**config.mk**
```make
export PLATFORM = sky130hd
export DESIGN_NAME = first_fit_gate_allocator_flat
export DESIGN_NICKNAME = d
export VERILOG_FILES = /design/src/ffga_pkg.sv /design/src/ffga_if.sv /design/src/ffga_ctrl.sv /design/src/ffga_dp.sv /design/src/first_fit_gate_allocator.sv /design/src/flat_wrapper.sv
export SDC_FILE = /design/constraint.sdc
export NUM_CORES = 2
export LEC_CHECK = 0
export ABC_AREA = 1
export BUFFER_PORTS_ARGS = -buffer_cell sky130_fd_sc_hd__buf_2
export CAP_MARGIN = 15
export CORE_MARGIN = 4
export CORE_UTILIZATION = 30
export CTS_BUF_LIST = sky130_fd_sc_hd__clkbuf_16
export DETAILED_ROUTE_END_ITERATION = 8
export HOLD_SLACK_MARGIN = 0.15
export PLACE_DENSITY = 0.52
export RECOVER_POWER = 100
export SETUP_SLACK_MARGIN = 0.3
export SYNTH_ARGS = -nofsm -noshare
export SYNTH_HDL_FRONTEND = slang
export SYNTH_SLANG_ARGS = --single-unit
```
**constraint.sdc**
```tcl
create_clock -name i_clk -period 5.35 [get_ports i_clk]
set_input_delay 1.3375 -clock i_clk [delete_from_list [all_inputs] [get_ports i_clk]]
set_output_delay 1.3375 -clock i_clk [all_outputs]
set_load 0.05 [all_outputs]
```
**src/ffga_pkg.sv**
```systemverilog
// Shared types and constants of the first-fit gate allocator.
`default_nettype none
package ffga_pkg;

    localparam int TIME_W = 32;
    localparam int CNT_W  = 16;
    localparam int IDX_W  = 7;

    localparam logic [CNT_W-1:0] CNT_MAX = {CNT_W{1'b1}};

    typedef struct packed {
        logic [TIME_W-1:0] busy_until;
        logic [CNT_W-1:0]  use_count;
    } t_entry;

    typedef enum logic {
        S_IDLE,
        S_SCAN
    } t_state;

    // Controller to datapath commands.
    typedef struct packed {
        logic load;
        logic scan;
        logic commit_hit;
        logic commit_open;
        logic commit_ovf;
    } t_cmd;

    // Datapath to controller status.
    typedef struct packed {
        logic hit;
        logic exhausted;
        logic full;
        logic out_free;
    } t_sts;

endpackage
`default_nettype wire

```
**src/ffga_if.sv**
```systemverilog
// Request and result channel interfaces of the first-fit gate allocator.
`default_nettype none
interface ffga_req_if;
    logic        valid;
    logic        ready;
    logic [31:0] start_time;
    logic [31:0] end_time;

    modport source (output valid, output start_time, output end_time, input ready);
    modport sink   (input valid, input start_time, input end_time, output ready);
endinterface

interface ffga_res_if;
    logic        valid;
    logic        ready;
    logic [6:0]  gate_index;
    logic [15:0] gate_use_count;
    logic        overflow;

    modport source (output valid, output gate_index, output gate_use_count,
                    output overflow, input ready);
    modport sink   (input valid, input gate_index, input gate_use_count,
                    input overflow, output ready);
endinterface
`default_nettype wire

```
**src/ffga_ctrl.sv**
```systemverilog
// Controller state machine of the first-fit gate allocator.
`default_nettype none
module ffga_ctrl (
    input  wire logic         i_clk,
    input  wire logic         i_rst_n,
    input  wire logic         i_in_valid,
    output logic              o_in_ready,
    input  wire ffga_pkg::t_sts i_sts,
    output ffga_pkg::t_cmd    o_cmd
);
    import ffga_pkg::*;

    t_state r_state;
    t_state n_state;

    always_ff @(posedge i_clk) begin
        if (!i_rst_n) begin
            r_state <= S_IDLE;
        end else begin
            r_state <= n_state;
        end
    end

    always_comb begin
        n_state    = r_state;
        o_cmd      = '0;
        o_in_ready = 1'b0;
        case (r_state)
            S_IDLE: begin
                o_in_ready = 1'b1;
                if (i_in_valid) begin
                    o_cmd.load = 1'b1;
                    n_state    = S_SCAN;
                end
            end
            S_SCAN: begin
                if (i_sts.hit) begin
                    // hold the hit entry until the result register frees up
                    if (i_sts.out_free) begin
                        o_cmd.commit_hit = 1'b1;
                        n_state          = S_IDLE;
                    end
                end else if (i_sts.exhausted) begin
                    if (i_sts.out_free) begin
                        o_cmd.commit_ovf  = i_sts.full;
                        o_cmd.commit_open = !i_sts.full;
                        n_state           = S_IDLE;
                    end
                end else begin
                    o_cmd.scan = 1'b1;
                end
            end
            default: begin
                n_state = S_IDLE;
            end
        endcase
    end

    a_cmd_excl: assert property (@(posedge i_clk) disable iff (!i_rst_n)
        $onehot0({o_cmd.load, o_cmd.scan, o_cmd.commit_hit, o_cmd.commit_open,
                  o_cmd.commit_ovf}))
        else $error("ffga_ctrl: more than one command at once");

    a_commit_returns: assert property (@(posedge i_clk) disable iff (!i_rst_n)
        (o_cmd.commit_hit || o_cmd.commit_open || o_cmd.commit_ovf) |=> o_in_ready)
        else $error("ffga_ctrl: not ready after a commit");

endmodule
`default_nettype wire

```
**src/ffga_dp.sv**
```systemverilog
// Datapath of the first-fit gate allocator: gate table, scan pointer, result register.
`default_nettype none
module ffga_dp #(
    parameter int GATE_COUNT = 64
) (
    input  wire logic                          i_clk,
    input  wire logic                          i_rst_n,
    input  wire ffga_pkg::t_cmd                i_cmd,
    output ffga_pkg::t_sts                     o_sts,
    input  wire logic [ffga_pkg::TIME_W-1:0]   i_start_time,
    input  wire logic [ffga_pkg::TIME_W-1:0]   i_end_time,
    input  wire logic                          i_out_ready,
    output logic                               o_out_valid,
    output logic [ffga_pkg::IDX_W-1:0]         o_gate_index,
    output logic [ffga_pkg::CNT_W-1:0]         o_gate_use_count,
    output logic                               o_overflow
);
    import ffga_pkg::*;

    localparam int AW = (GATE_COUNT > 1) ? $clog2(GATE_COUNT) : 1;
    localparam int CW = $clog2(GATE_COUNT + 1);
    localparam int GW = (CW > IDX_W) ? CW : IDX_W;
    localparam logic [CW-1:0] FULL_CNT = CW'(GATE_COUNT);

    t_entry r_mem [GATE_COUNT];

    logic [TIME_W-1:0] r_start;
    logic [TIME_W-1:0] r_end;
    logic [CW-1:0]     r_ptr;
    logic [CW-1:0]     r_open;
    t_entry            r_q;
    logic              r_q_vld;
    logic [AW-1:0]     r_q_idx;

    logic              r_out_vld;
    logic [IDX_W-1:0]  r_out_gate;
    logic [CNT_W-1:0]  r_out_cnt;
    logic              r_out_ovf;

    logic              w_hit;
    logic              w_rd_en;
    logic              w_wr_en;
    logic [AW-1:0]     w_wr_addr;
    t_entry            w_wr_data;
    logic [CNT_W-1:0]  w_cnt_inc;
    logic [GW-1:0]     w_gate_hit;
    logic [GW-1:0]     w_gate_open;
    logic              w_commit;

    assign w_hit     = r_q_vld && (r_q.busy_until < r_start);
    assign w_rd_en   = i_cmd.scan && (r_ptr < r_open);
    assign w_cnt_inc = (r_q.use_count == CNT_MAX) ? CNT_MAX : r_q.use_count + 1'b1;
    assign w_gate_hit  = GW'(r_q_idx) + GW'(1);
    assign w_gate_open = GW'(r_open) + GW'(1);
    assign w_commit  = i_cmd.commit_hit || i_cmd.commit_open || i_cmd.commit_ovf;

    assign w_wr_en   = i_cmd.commit_hit || i_cmd.commit_open;
    assign w_wr_addr = i_cmd.commit_hit ? r_q_idx : r_open[AW-1:0];
    always_comb begin
        w_wr_data.busy_until = r_end;
        w_wr_data.use_count  = i_cmd.commit_hit ? w_cnt_inc : CNT_W'(1);
    end

    assign o_sts.hit       = w_hit;
    assign o_sts.exhausted = (r_ptr == r_open) && !w_hit;
    assign o_sts.full      = (r_open == FULL_CNT);
    assign o_sts.out_free  = !r_out_vld || i_out_ready;

    // gate table: one write port, one registered read port
    always_ff @(posedge i_clk) begin
        if (w_wr_en) begin
            r_mem[w_wr_addr] <= w_wr_data;
        end
        if (w_rd_en) begin
            r_q <= r_mem[r_ptr[AW-1:0]];
        end
    end

    always_ff @(posedge i_clk) begin
        if (i_cmd.load) begin
            r_start <= i_start_time;
            r_end   <= i_end_time;
        end
        if (w_rd_en) begin
            r_q_idx <= r_ptr[AW-1:0];
        end
    end

    always_ff @(posedge i_clk) begin
        if (!i_rst_n) begin
            r_ptr   <= '0;
            r_q_vld <= 1'b0;
            r_open  <= '0;
        end else begin
            if (i_cmd.load) begin
                r_ptr   <= '0;
                r_q_vld <= 1'b0;
            end else if (i_cmd.scan) begin
                r_q_vld <= w_rd_en;
                if (w_rd_en) begin
                    r_ptr <= r_ptr + 1'b1;
                end
            end
            if (i_cmd.commit_open) begin
                r_open <= r_open + 1'b1;
            end
        end
    end

    always_ff @(posedge i_clk) begin
        if (!i_rst_n) begin
            r_out_vld <= 1'b0;
        end else if (w_commit) begin
            r_out_vld <= 1'b1;
        end else if (i_out_ready) begin
            r_out_vld <= 1'b0;
        end
    end

    always_ff @(posedge i_clk) begin
        if (i_cmd.commit_hit) begin
            r_out_gate <= w_gate_hit[IDX_W-1:0];
            r_out_cnt  <= w_cnt_inc;
            r_out_ovf  <= 1'b0;
        end else if (i_cmd.commit_open) begin
            r_out_gate <= w_gate_open[IDX_W-1:0];
            r_out_cnt  <= CNT_W'(1);
            r_out_ovf  <= 1'b0;
        end else if (i_cmd.commit_ovf) begin
            r_out_gate <= '0;
            r_out_cnt  <= '0;
            r_out_ovf  <= 1'b1;
        end
    end

    assign o_out_valid      = r_out_vld;
    assign o_gate_index     = r_out_gate;
    assign o_gate_use_count = r_out_cnt;
    assign o_overflow       = r_out_ovf;

    a_open_bound: assert property (@(posedge i_clk) disable iff (!i_rst_n)
        r_open <= FULL_CNT)
        else $error("ffga_dp: open gate count beyond table depth");

    a_ptr_bound: assert property (@(posedge i_clk) disable iff (!i_rst_n)
        r_ptr <= r_open)
        else $error("ffga_dp: scan pointer past the open gates");

    a_ovf_payload: assert property (@(posedge i_clk) disable iff (!i_rst_n)
        i_cmd.commit_ovf |=> (o_overflow && o_gate_index == '0 && o_gate_use_count == '0))
        else $error("ffga_dp: overflow result with nonzero fields");

    a_open_only_full_ovf: assert property (@(posedge i_clk) disable iff (!i_rst_n)
        i_cmd.commit_ovf |-> (r_open == FULL_CNT))
        else $error("ffga_dp: overflow reported with a closed gate left");

endmodule
`default_nettype wire

```
**src/first_fit_gate_allocator.sv**
```systemverilog
// Top level of the first-fit gate allocator.
//
// Requests (start_time, end_time) arrive on i_req in nondecreasing start order;
// there is no sorting and no order check. Each request goes to the lowest-numbered
// open gate whose busy-until time is strictly below start_time; that gate takes
// end_time as its new busy-until and counts one more use (saturating at 65535).
// With no such gate a new gate opens with a use count of one; once all GATE_COUNT
// gates are open and busy the request is dropped and a word with overflow set,
// gate_index 0 and gate_use_count 0 is returned. Exactly one result word leaves on
// o_res per request word. Gate numbers start at 1 and keep their low 7 bits only.
// Timing: the gate table is a single memory with one registered read port, so the
// scan reads one gate per cycle. A commit waits while the output register still
// holds a word that has not been taken. A new request is accepted in the cycle
// after a commit, while the previous result may still sit in the output register
// waiting to be taken. No clearing pass runs after reset: a gate's entry is
// written when it opens.
`default_nettype none
module first_fit_gate_allocator #(
    parameter int GATE_COUNT = 64
) (
    input  wire logic   i_clk,
    input  wire logic   i_rst_n,
    ffga_req_if.sink    i_req,
    ffga_res_if.source  o_res
);
    import ffga_pkg::*;

    t_cmd w_cmd;
    t_sts w_sts;
    logic w_in_ready;

    // controller: accept a word, step the scan, pick the commit kind
    ffga_ctrl u_ctrl (
        .i_clk      (i_clk),
        .i_rst_n    (i_rst_n),
        .i_in_valid (i_req.valid),
        .o_in_ready (w_in_ready),
        .i_sts      (w_sts),
        .o_cmd      (w_cmd)
    );

    // datapath: gate table, scan pointer, open count and result register
    ffga_dp #(
        .GATE_COUNT (GATE_COUNT)
    ) u_dp (
        .i_clk            (i_clk),
        .i_rst_n          (i_rst_n),
        .i_cmd            (w_cmd),
        .o_sts            (w_sts),
        .i_start_time     (i_req.start_time),
        .i_end_time       (i_req.end_time),
        .i_out_ready      (o_res.ready),
        .o_out_valid      (o_res.valid),
        .o_gate_index     (o_res.gate_index),
        .o_gate_use_count (o_res.gate_use_count),
        .o_overflow       (o_res.overflow)
    );

    assign i_req.ready = w_in_ready;

endmodule
`default_nettype wire

```
**src/flat_wrapper.sv**
```systemverilog
// flat-port wrapper written by rule: the top's interface ports become plain ports
module first_fit_gate_allocator_flat import ffga_pkg::*;
#(
    parameter int GATE_COUNT = 64
)
  (i_clk, i_rst_n, i_req_valid, i_req_start_time, i_req_end_time, i_req_ready, o_res_valid, o_res_gate_index, o_res_gate_use_count, o_res_overflow, o_res_ready);
  ffga_req_if i_req_i ();
  ffga_res_if o_res_i ();
  input  wire logic i_clk;
  input  wire logic i_rst_n;
  input wire logic [$bits(i_req_i.valid)-1:0] i_req_valid;
  input wire logic [$bits(i_req_i.start_time)-1:0] i_req_start_time;
  input wire logic [$bits(i_req_i.end_time)-1:0] i_req_end_time;
  output wire logic [$bits(i_req_i.ready)-1:0] i_req_ready;
  output wire logic [$bits(o_res_i.valid)-1:0] o_res_valid;
  output wire logic [$bits(o_res_i.gate_index)-1:0] o_res_gate_index;
  output wire logic [$bits(o_res_i.gate_use_count)-1:0] o_res_gate_use_count;
  output wire logic [$bits(o_res_i.overflow)-1:0] o_res_overflow;
  input wire logic [$bits(o_res_i.ready)-1:0] o_res_ready;
  assign i_req_i.valid = i_req_valid;
  assign i_req_i.start_time = i_req_start_time;
  assign i_req_i.end_time = i_req_end_time;
  assign i_req_ready = i_req_i.ready;
  assign o_res_valid = o_res_i.valid;
  assign o_res_gate_index = o_res_i.gate_index;
  assign o_res_gate_use_count = o_res_i.gate_use_count;
  assign o_res_overflow = o_res_i.overflow;
  assign o_res_i.ready = o_res_ready;
  first_fit_gate_allocator #(.GATE_COUNT(GATE_COUNT)) u_core (.i_clk(i_clk), .i_rst_n(i_rst_n), .i_req(i_req_i), .o_res(o_res_i));
endmodule
```
# Yosys cells after proc, flatten, opt, wreduce, memory -nomap -nowiden
# Memories as Yosys holds them, arrays and structs flattened. A register that Yosys moved wholly into a read port is not among the register bits.
# Index checks and enable logic that the tools add are counted.
[classes]
mux = 28
n_bitwise = 2
n_addsub = 4
n_eq_ne = 3
reduce_logical = 14
n_lt_le_gt_ge = 2
[op_table]
columns = ["operator", "n"]
rows = [
  ["2-to-1 mux 16 bit", 5],
  ["< comparator 32 bit", 1],
  ["2-to-1 mux 7 bit", 3],
  ["adder 16 x 1 -> 16 bit (second input constant)", 1],
  ["equality test 16 bit (second input constant)", 1],
  ["adder 7 x 1 -> 7 bit (second input constant)", 2],
  ["2-to-1 mux 1 bit", 14],
  ["adder 6 x 1 -> 7 bit (second input constant)", 1],
  ["equality test 7 bit", 1],
  ["equality test 7 bit (second input constant)", 1],
  ["< comparator 7 bit", 1],
  ["2-to-1 mux 2 bit", 3],
  ["2-to-1 mux 6 bit", 1],
  ["2-to-1 mux 4 bit", 1],
  ["OR reduction 2 bit", 2],
  ["logical AND 1 bit", 3],
  ["zero test 1 bit", 3],
  ["logical OR 1 bit", 3],
  ["nonzero test 3 bit", 1],
  ["NOT 1 bit", 2],
  ["case mux 1 bit (2 select lines)", 1],
  ["AND reduction 2 bit", 1],
  ["nonzero test 2 bit", 1],
]
[word_totals]
ram_bits = 3072
word_cells = 65
register_bits = 111
n_memories = 1
in_bits = 68
[memory_table]
columns = ["memory", "words", "word_bits", "read_ports", "rd_ports_with_merged_regs", "wr", "line_no", "source"]
rows = [
  ["u_core.u_dp.r_mem", 64, 48, 1, 1, 1, "ffga_dp.sv:25", "t_entry r_mem [GATE_COUNT];"],
]

# Longest topological paths before layout
[logic_depth]
word_depth = 10
ltp_mapped = 18
depth_no_buf = 18

# Modules after synthesis
# Synthesis repeated with hierarchy kept, for this count alone.
[hier_totals]
hier_cells = 10897
area_unflattened_um2 = 130352.5
[modules_own_cells]
columns = ["module", "area_per_inst_um2", "cells_per_inst", "instances"]
rows = [
  ["ffga_dp", 130259.9, 10882, 1],
  ["ffga_ctrl", 92.6, 15, 1],
]

# Worst setup path after synthesis
# OpenSTA, ideal clock, no wires.
[synth_path]
path_kind = "reg2reg"
startpoint = "register u_core.u_dp.r_ptr[0]"
endpoint = "memory u_core.u_dp.r_mem[32][0] (netlist bit), enable pin"
n_path_buf = 5
required_ns = 4.896
setup_slack_ns = 0.490
t_arrival_ns = 4.407
path_stages_with_launch = 18
cell_sequence = "dfxtp_1 buf_6 inv_4 buf_6 buf_6 buf_2 buf_2 ha_1 nand2_1 nor2_1 nand3_1 nor3_2 nand3_4 nand2_2 nand2_1 inv_1 nand2_2 nor2_1"
[synth_via]
elab_chain_cells = 8
[synth_rtl]
columns = ["item", "line_no", "source"]
rows = [
  ["start, declared", "ffga_dp.sv:29", "logic [CW-1:0] r_ptr;"],
  ["start signal, assigned", "ffga_dp.sv:101", "r_ptr <= r_ptr + 1'b1;"],
  ["equality test 7 bit", "ffga_dp.sv:65", "assign o_sts.exhausted = (r_ptr == r_open) && !w_hit;"],
  ["logical AND 1 bit", "ffga_dp.sv:65", ""],
  ["2-to-1 mux 2 bit", "ffga_ctrl.sv:43", "end else if (i_sts.exhausted) begin"],
  ["2-to-1 mux 2 bit", "ffga_ctrl.sv:37", "if (i_sts.hit) begin"],
  ["2-to-1 mux 4 bit", "ffga_ctrl.sv:28", "case (r_state)"],
  ["logical OR 1 bit", "ffga_dp.sv:57", "assign w_wr_en = i_cmd.commit_hit || i_cmd.commit_open;"],
  ["2-to-1 mux 1 bit", "ffga_dp.sv:71", "if (w_wr_en) begin"],
  ["2-to-1 mux 1 bit (not written as such)", "ffga_dp.sv:72", "r_mem[w_wr_addr] <= w_wr_data;"],
  ["end, declared", "ffga_dp.sv:25", ""],
]
# No other way between the ends.

# Worst setup path in the final report
[layout_path]
startpoint = "register, netlist name u_core.u_dp.r_q[47]"
endpoint = "memory u_core.u_dp.r_mem[9][33] (netlist bit), enable pin"
[layout_via]
elab_chain_cells = 10
word_cells_on_any_way = 12
cone_classes = "order compare: 1; mux: 7; reduce/logical: 4"
[layout_rtl]
columns = ["item", "line_no", "source"]
rows = [
  ["< comparator 32 bit *", "ffga_dp.sv:50", "assign w_hit = r_q_vld && (r_q.busy_until < r_start);"],
  ["logical AND 1 bit *", "ffga_dp.sv:50", ""],
  ["zero test 1 bit", "ffga_dp.sv:65", ""],
  ["logical AND 1 bit", "ffga_dp.sv:65", ""],
  ["2-to-1 mux 2 bit", "ffga_ctrl.sv:43", ""],
  ["2-to-1 mux 2 bit", "ffga_ctrl.sv:37", ""],
  ["2-to-1 mux 4 bit *", "ffga_ctrl.sv:28", ""],
  ["logical OR 1 bit", "ffga_dp.sv:57", ""],
  ["2-to-1 mux 1 bit", "ffga_dp.sv:71", ""],
  ["2-to-1 mux 1 bit (not written as such)", "ffga_dp.sv:72", ""],
]
# Every way passes the cells marked *; elsewhere a longest branch is shown, timed or not.

==> results.cfg <==
[yosys]
synth_fp_nets = 9282
yosysMostFrequentCell = edfxtp_1
syn-cell-area_um2 = 126000
synthTopCellsByArea = edfxtp_1 (77%), o21ai_0 (6.0%), nor2_1 (4.9%), o22ai_1 (2.3%), o221ai_1 (2.0%)
synth_top_area_cell = edfxtp_1
ys_seq_area_share_pct = 76.8
ys_types = 47
synth_edf_count = 3213
ys_ff_latch = 3231
ys.flop_type = edfxtp_1
synth_top_area_share_pct = 76.5
ys_top_cells_by_count = edfxtp_1 (3,213), nor2_1 (1,635), o21ai_0 (1,518), nand2_1 (497), o22ai_1 (473)
synth_cells = 9171
avgSynthCellArea_um2 = 13.7
synth-async-reset-ratio_pct = 0
yosys_warnings = 0

[cts]
clk_path_buf_depth = 4
numCtsBuffers = 343
clkSlewWorstSetupHoldPaths_ps = 60
post_cts_resized = 0
htree_num_levels = 5
worstSkewPairLatency_ps = 940
cts_tree = done
cts-root-buf = clkbuf_16
ctsHoldBuffers = 0
clock_sinks = 3231
post_cts_buffers = 0

[sta]
setup_violations = 0
max_slew_margin_pct = -207
fin_skew_ps = 50.2
drv_slew = 3013
setup_tns_ps = 0
fmax_mhz = 206
hold_viol = 0
worst_pin_slew_ps = 4600
rsz0062_at_grt = no
period_minus_slack_ps = 4860
min_period_over_period_pct = 90.8

[critical_path]
rr_endpoint = u_core.u_dp.r_mem[9][33]
worst_ep_arrival_time_ps = 5390
crit_type = reg2reg
reg2reg_from = u_core.u_dp.r_q[47]
worst-path-max-fanout = 27
start_kind = flop
cp-end-kind = flop
crit_path_start = u_core.u_dp.r_q[47]
crit_required_ps = 5880
ff2ff_path_depth = 12
reg2reg_setup_slack_ps = 490
endpoint = u_core.u_dp.r_mem[9][33]

[route]
vias = 82400
dr.pass1.iters = 8
drt_iter0_drc = 10500
wl_mm = 429
routedWlPerCell_um = 28.5
vias_per_cell = 5.49
ant_nets = 0
drc_errors = 0

[cells_and_area]
area_delta_synth_final_pct = 14.3
final_nets = 9350
fin_util_pct = 34.5
drive_gt1_share_pct = 8.50

[worst_hold_path]
hp-class = reg2reg

[power_and_ir_drop]
p_clk_share_pct = 43.9
ir_drop_mv = 0.269
p_comb_share_pct = 2.7
power.switching_uw = 11500
power_density_nw_per_um2 = 365
p_seq_share_pct = 53.4
p_int_uw = 41100
switching_share_pct = 21.8
p_leak_uw = 0.0446

[place]
io_buffers = 93
routabilityCongestion = 0.885
hpwl_mm = 254

[die]
die-area_um2 = 431000
die_width_um = 656
start_util_pct = 30.2
core_um2 = 418000
die_y_um = 656
rows = 237
ios = 94

[grt]
grt_antenna_before_repair = 28
grt_usage_pct = 19.0
grt_pass1_vias = 78100
grt_pass1_wl_mm = 603
grt_overflow_total = 0
grt_max_degree = 193

[outcome]
outcome = finished with violations
violations = max-capacitance violations, max-slew violations

[job]
cap_violations = 61
critical path, cell delays in order, from the launching register on:
cell and delay, ps:
edfxtp_1 380, ha_1 320, nand2_2 80, nor2_4 110, nand4_2 110, nor2_1 390, nand2_1 440, nand2_1 330
nand3_4 210, nand2_1 340, nand4_1 600, nor2_4 370, clkbuf_2 730
power by group through the flow:
| stage | clock network [uW] | registers [uW] | logic (uW) |
|---|---|---|---|
| after floorplan | 0 | 28700 | 466 |
| after global placement | 0 | 28500 | 1490 |
| after detailed placement | 0 | 28500 | 1490 |
| after CTS | 23400 | 28000 | 1490 |
| after global routing | 24500 | 28100 | 1520 |
| final | 23100 | 28100 | 1440 |
flip-flops by register name, summed over array words and instances (netlist names):
signal,flops
u_core.u_dp.o_gate_index,7
u_core.u_dp.o_out_valid,1
u_core.u_dp.o_gate_use_count,16
u_core.u_dp.r_q_vld,1
u_core.u_dp.r_q,48
u_core.u_dp.r_mem,3072
u_core.u_dp.r_end,32
u_core.u_dp.r_start,32
u_core.u_dp.r_q_idx,6
u_core.u_dp.o_overflow,1
u_core.u_ctrl.r_state,1
u_core.u_dp.r_ptr,7
u_core.u_dp.r_open,7
cell type report:
class | count | area, um^2
Fill cell | 40200 | 273000
Sequential cell | 3231 | 96900
Multi-Input combinational cell | 5212 | 26400
Clock buffer | 344 | 8610
Tap cell | 5497 | 6880
Timing Repair Buffer | 374 | 2770
Clock inverter | 279 | 2180
Inverter | 77 | 345
Antenna cell | 10 | 25.0
how the worst min path moves through the flow:
stage / start / endpoint / slack, ps / depth (start not counted)
CTS: u_core.u_dp.r_open[6] / u_core.u_dp.r_open[6] / 470 / 2
global placement: u_core.u_dp.r_open[6] / u_core.u_dp.r_open[6] / 460 / 2
floorplan: u_core.u_dp.r_ptr[2] / u_core.u_dp.r_q_idx[2] / 430 / 0
global route: u_core.u_dp.r_open[6] / u_core.u_dp.r_open[6] / 490 / 2
detailed placement: u_core.u_dp.r_open[6] / u_core.u_dp.r_open[6] / 460 / 2
finish: u_core.u_dp.r_open[6] / u_core.u_dp.r_open[6] / 470 / 2
layer usage:
| metal | GRT usage, % | part of all wire, % | up-vias |
|---|---|---|---|
| met4 | 6.02 | 3.7 | 8 |
| met2 | 30.5 | 46 | 4418 |
| met1 | 26.3 | 41 | 42400 |
| met5 | 0 | 0.013 | - |
| met3 | 3.30 | 9.2 | 651 |
| li1 | - | - | 34900 |
cell usage in the layout (no fill, tap or decap), types with 92 or more instances in the layout:
cell | netlist | final
a21oi_1 | 134 | 132
buf_4 | 37 | 95
clkbuf_1 | 419 | 118
clkbuf_16 | 0 | 344
clkinv_1 | 2 | 92
edfxtp_1 | 3213 | 3213
inv_1 | 69 | 141
nand2_1 | 497 | 501
nand3_1 | 333 | 334
nor2_1 | 1635 | 1592
o21ai_0 | 1518 | 1521
o221ai_1 | 292 | 292
o22ai_1 | 473 | 473
stage by stage:
step / area, um^2 / hold WS (ps) / total power [uW] / cells / setup slack (ps)
6_report: 144000 / 475 / 52600 / 15000 / 494
5_1_grt: 144000 / 494 / 54100 / 15000 / 362
4_1_cts: 145000 / 471 / 52900 / 15000 / 946
3_5_place_dp: 134000 / 463 / 30000 / 14400 / 652
3_3_place_gp: 134000 / 462 / 30000 / 14400 / 699
2_1_floorplan: 126000 / 431 / 29200 / 9171 / 490
kinds of logic (layout without fill, tap and decap cells):
logic type,count (synthesis),in the layout,share of synthesized area [%]
adders and majority gates,43,43,0.427
and+or+nand+nor,2561,2561,8.22
other,0,10,0
buffers and inverters,728,1074,2.55
AOI/OAI and AO/OA,2593,2593,11.9
DFF,3231,3231,76.8
xor gates and xnor gates,15,15,0.104
No activity file was read; power rests on OpenSTA's default activity.
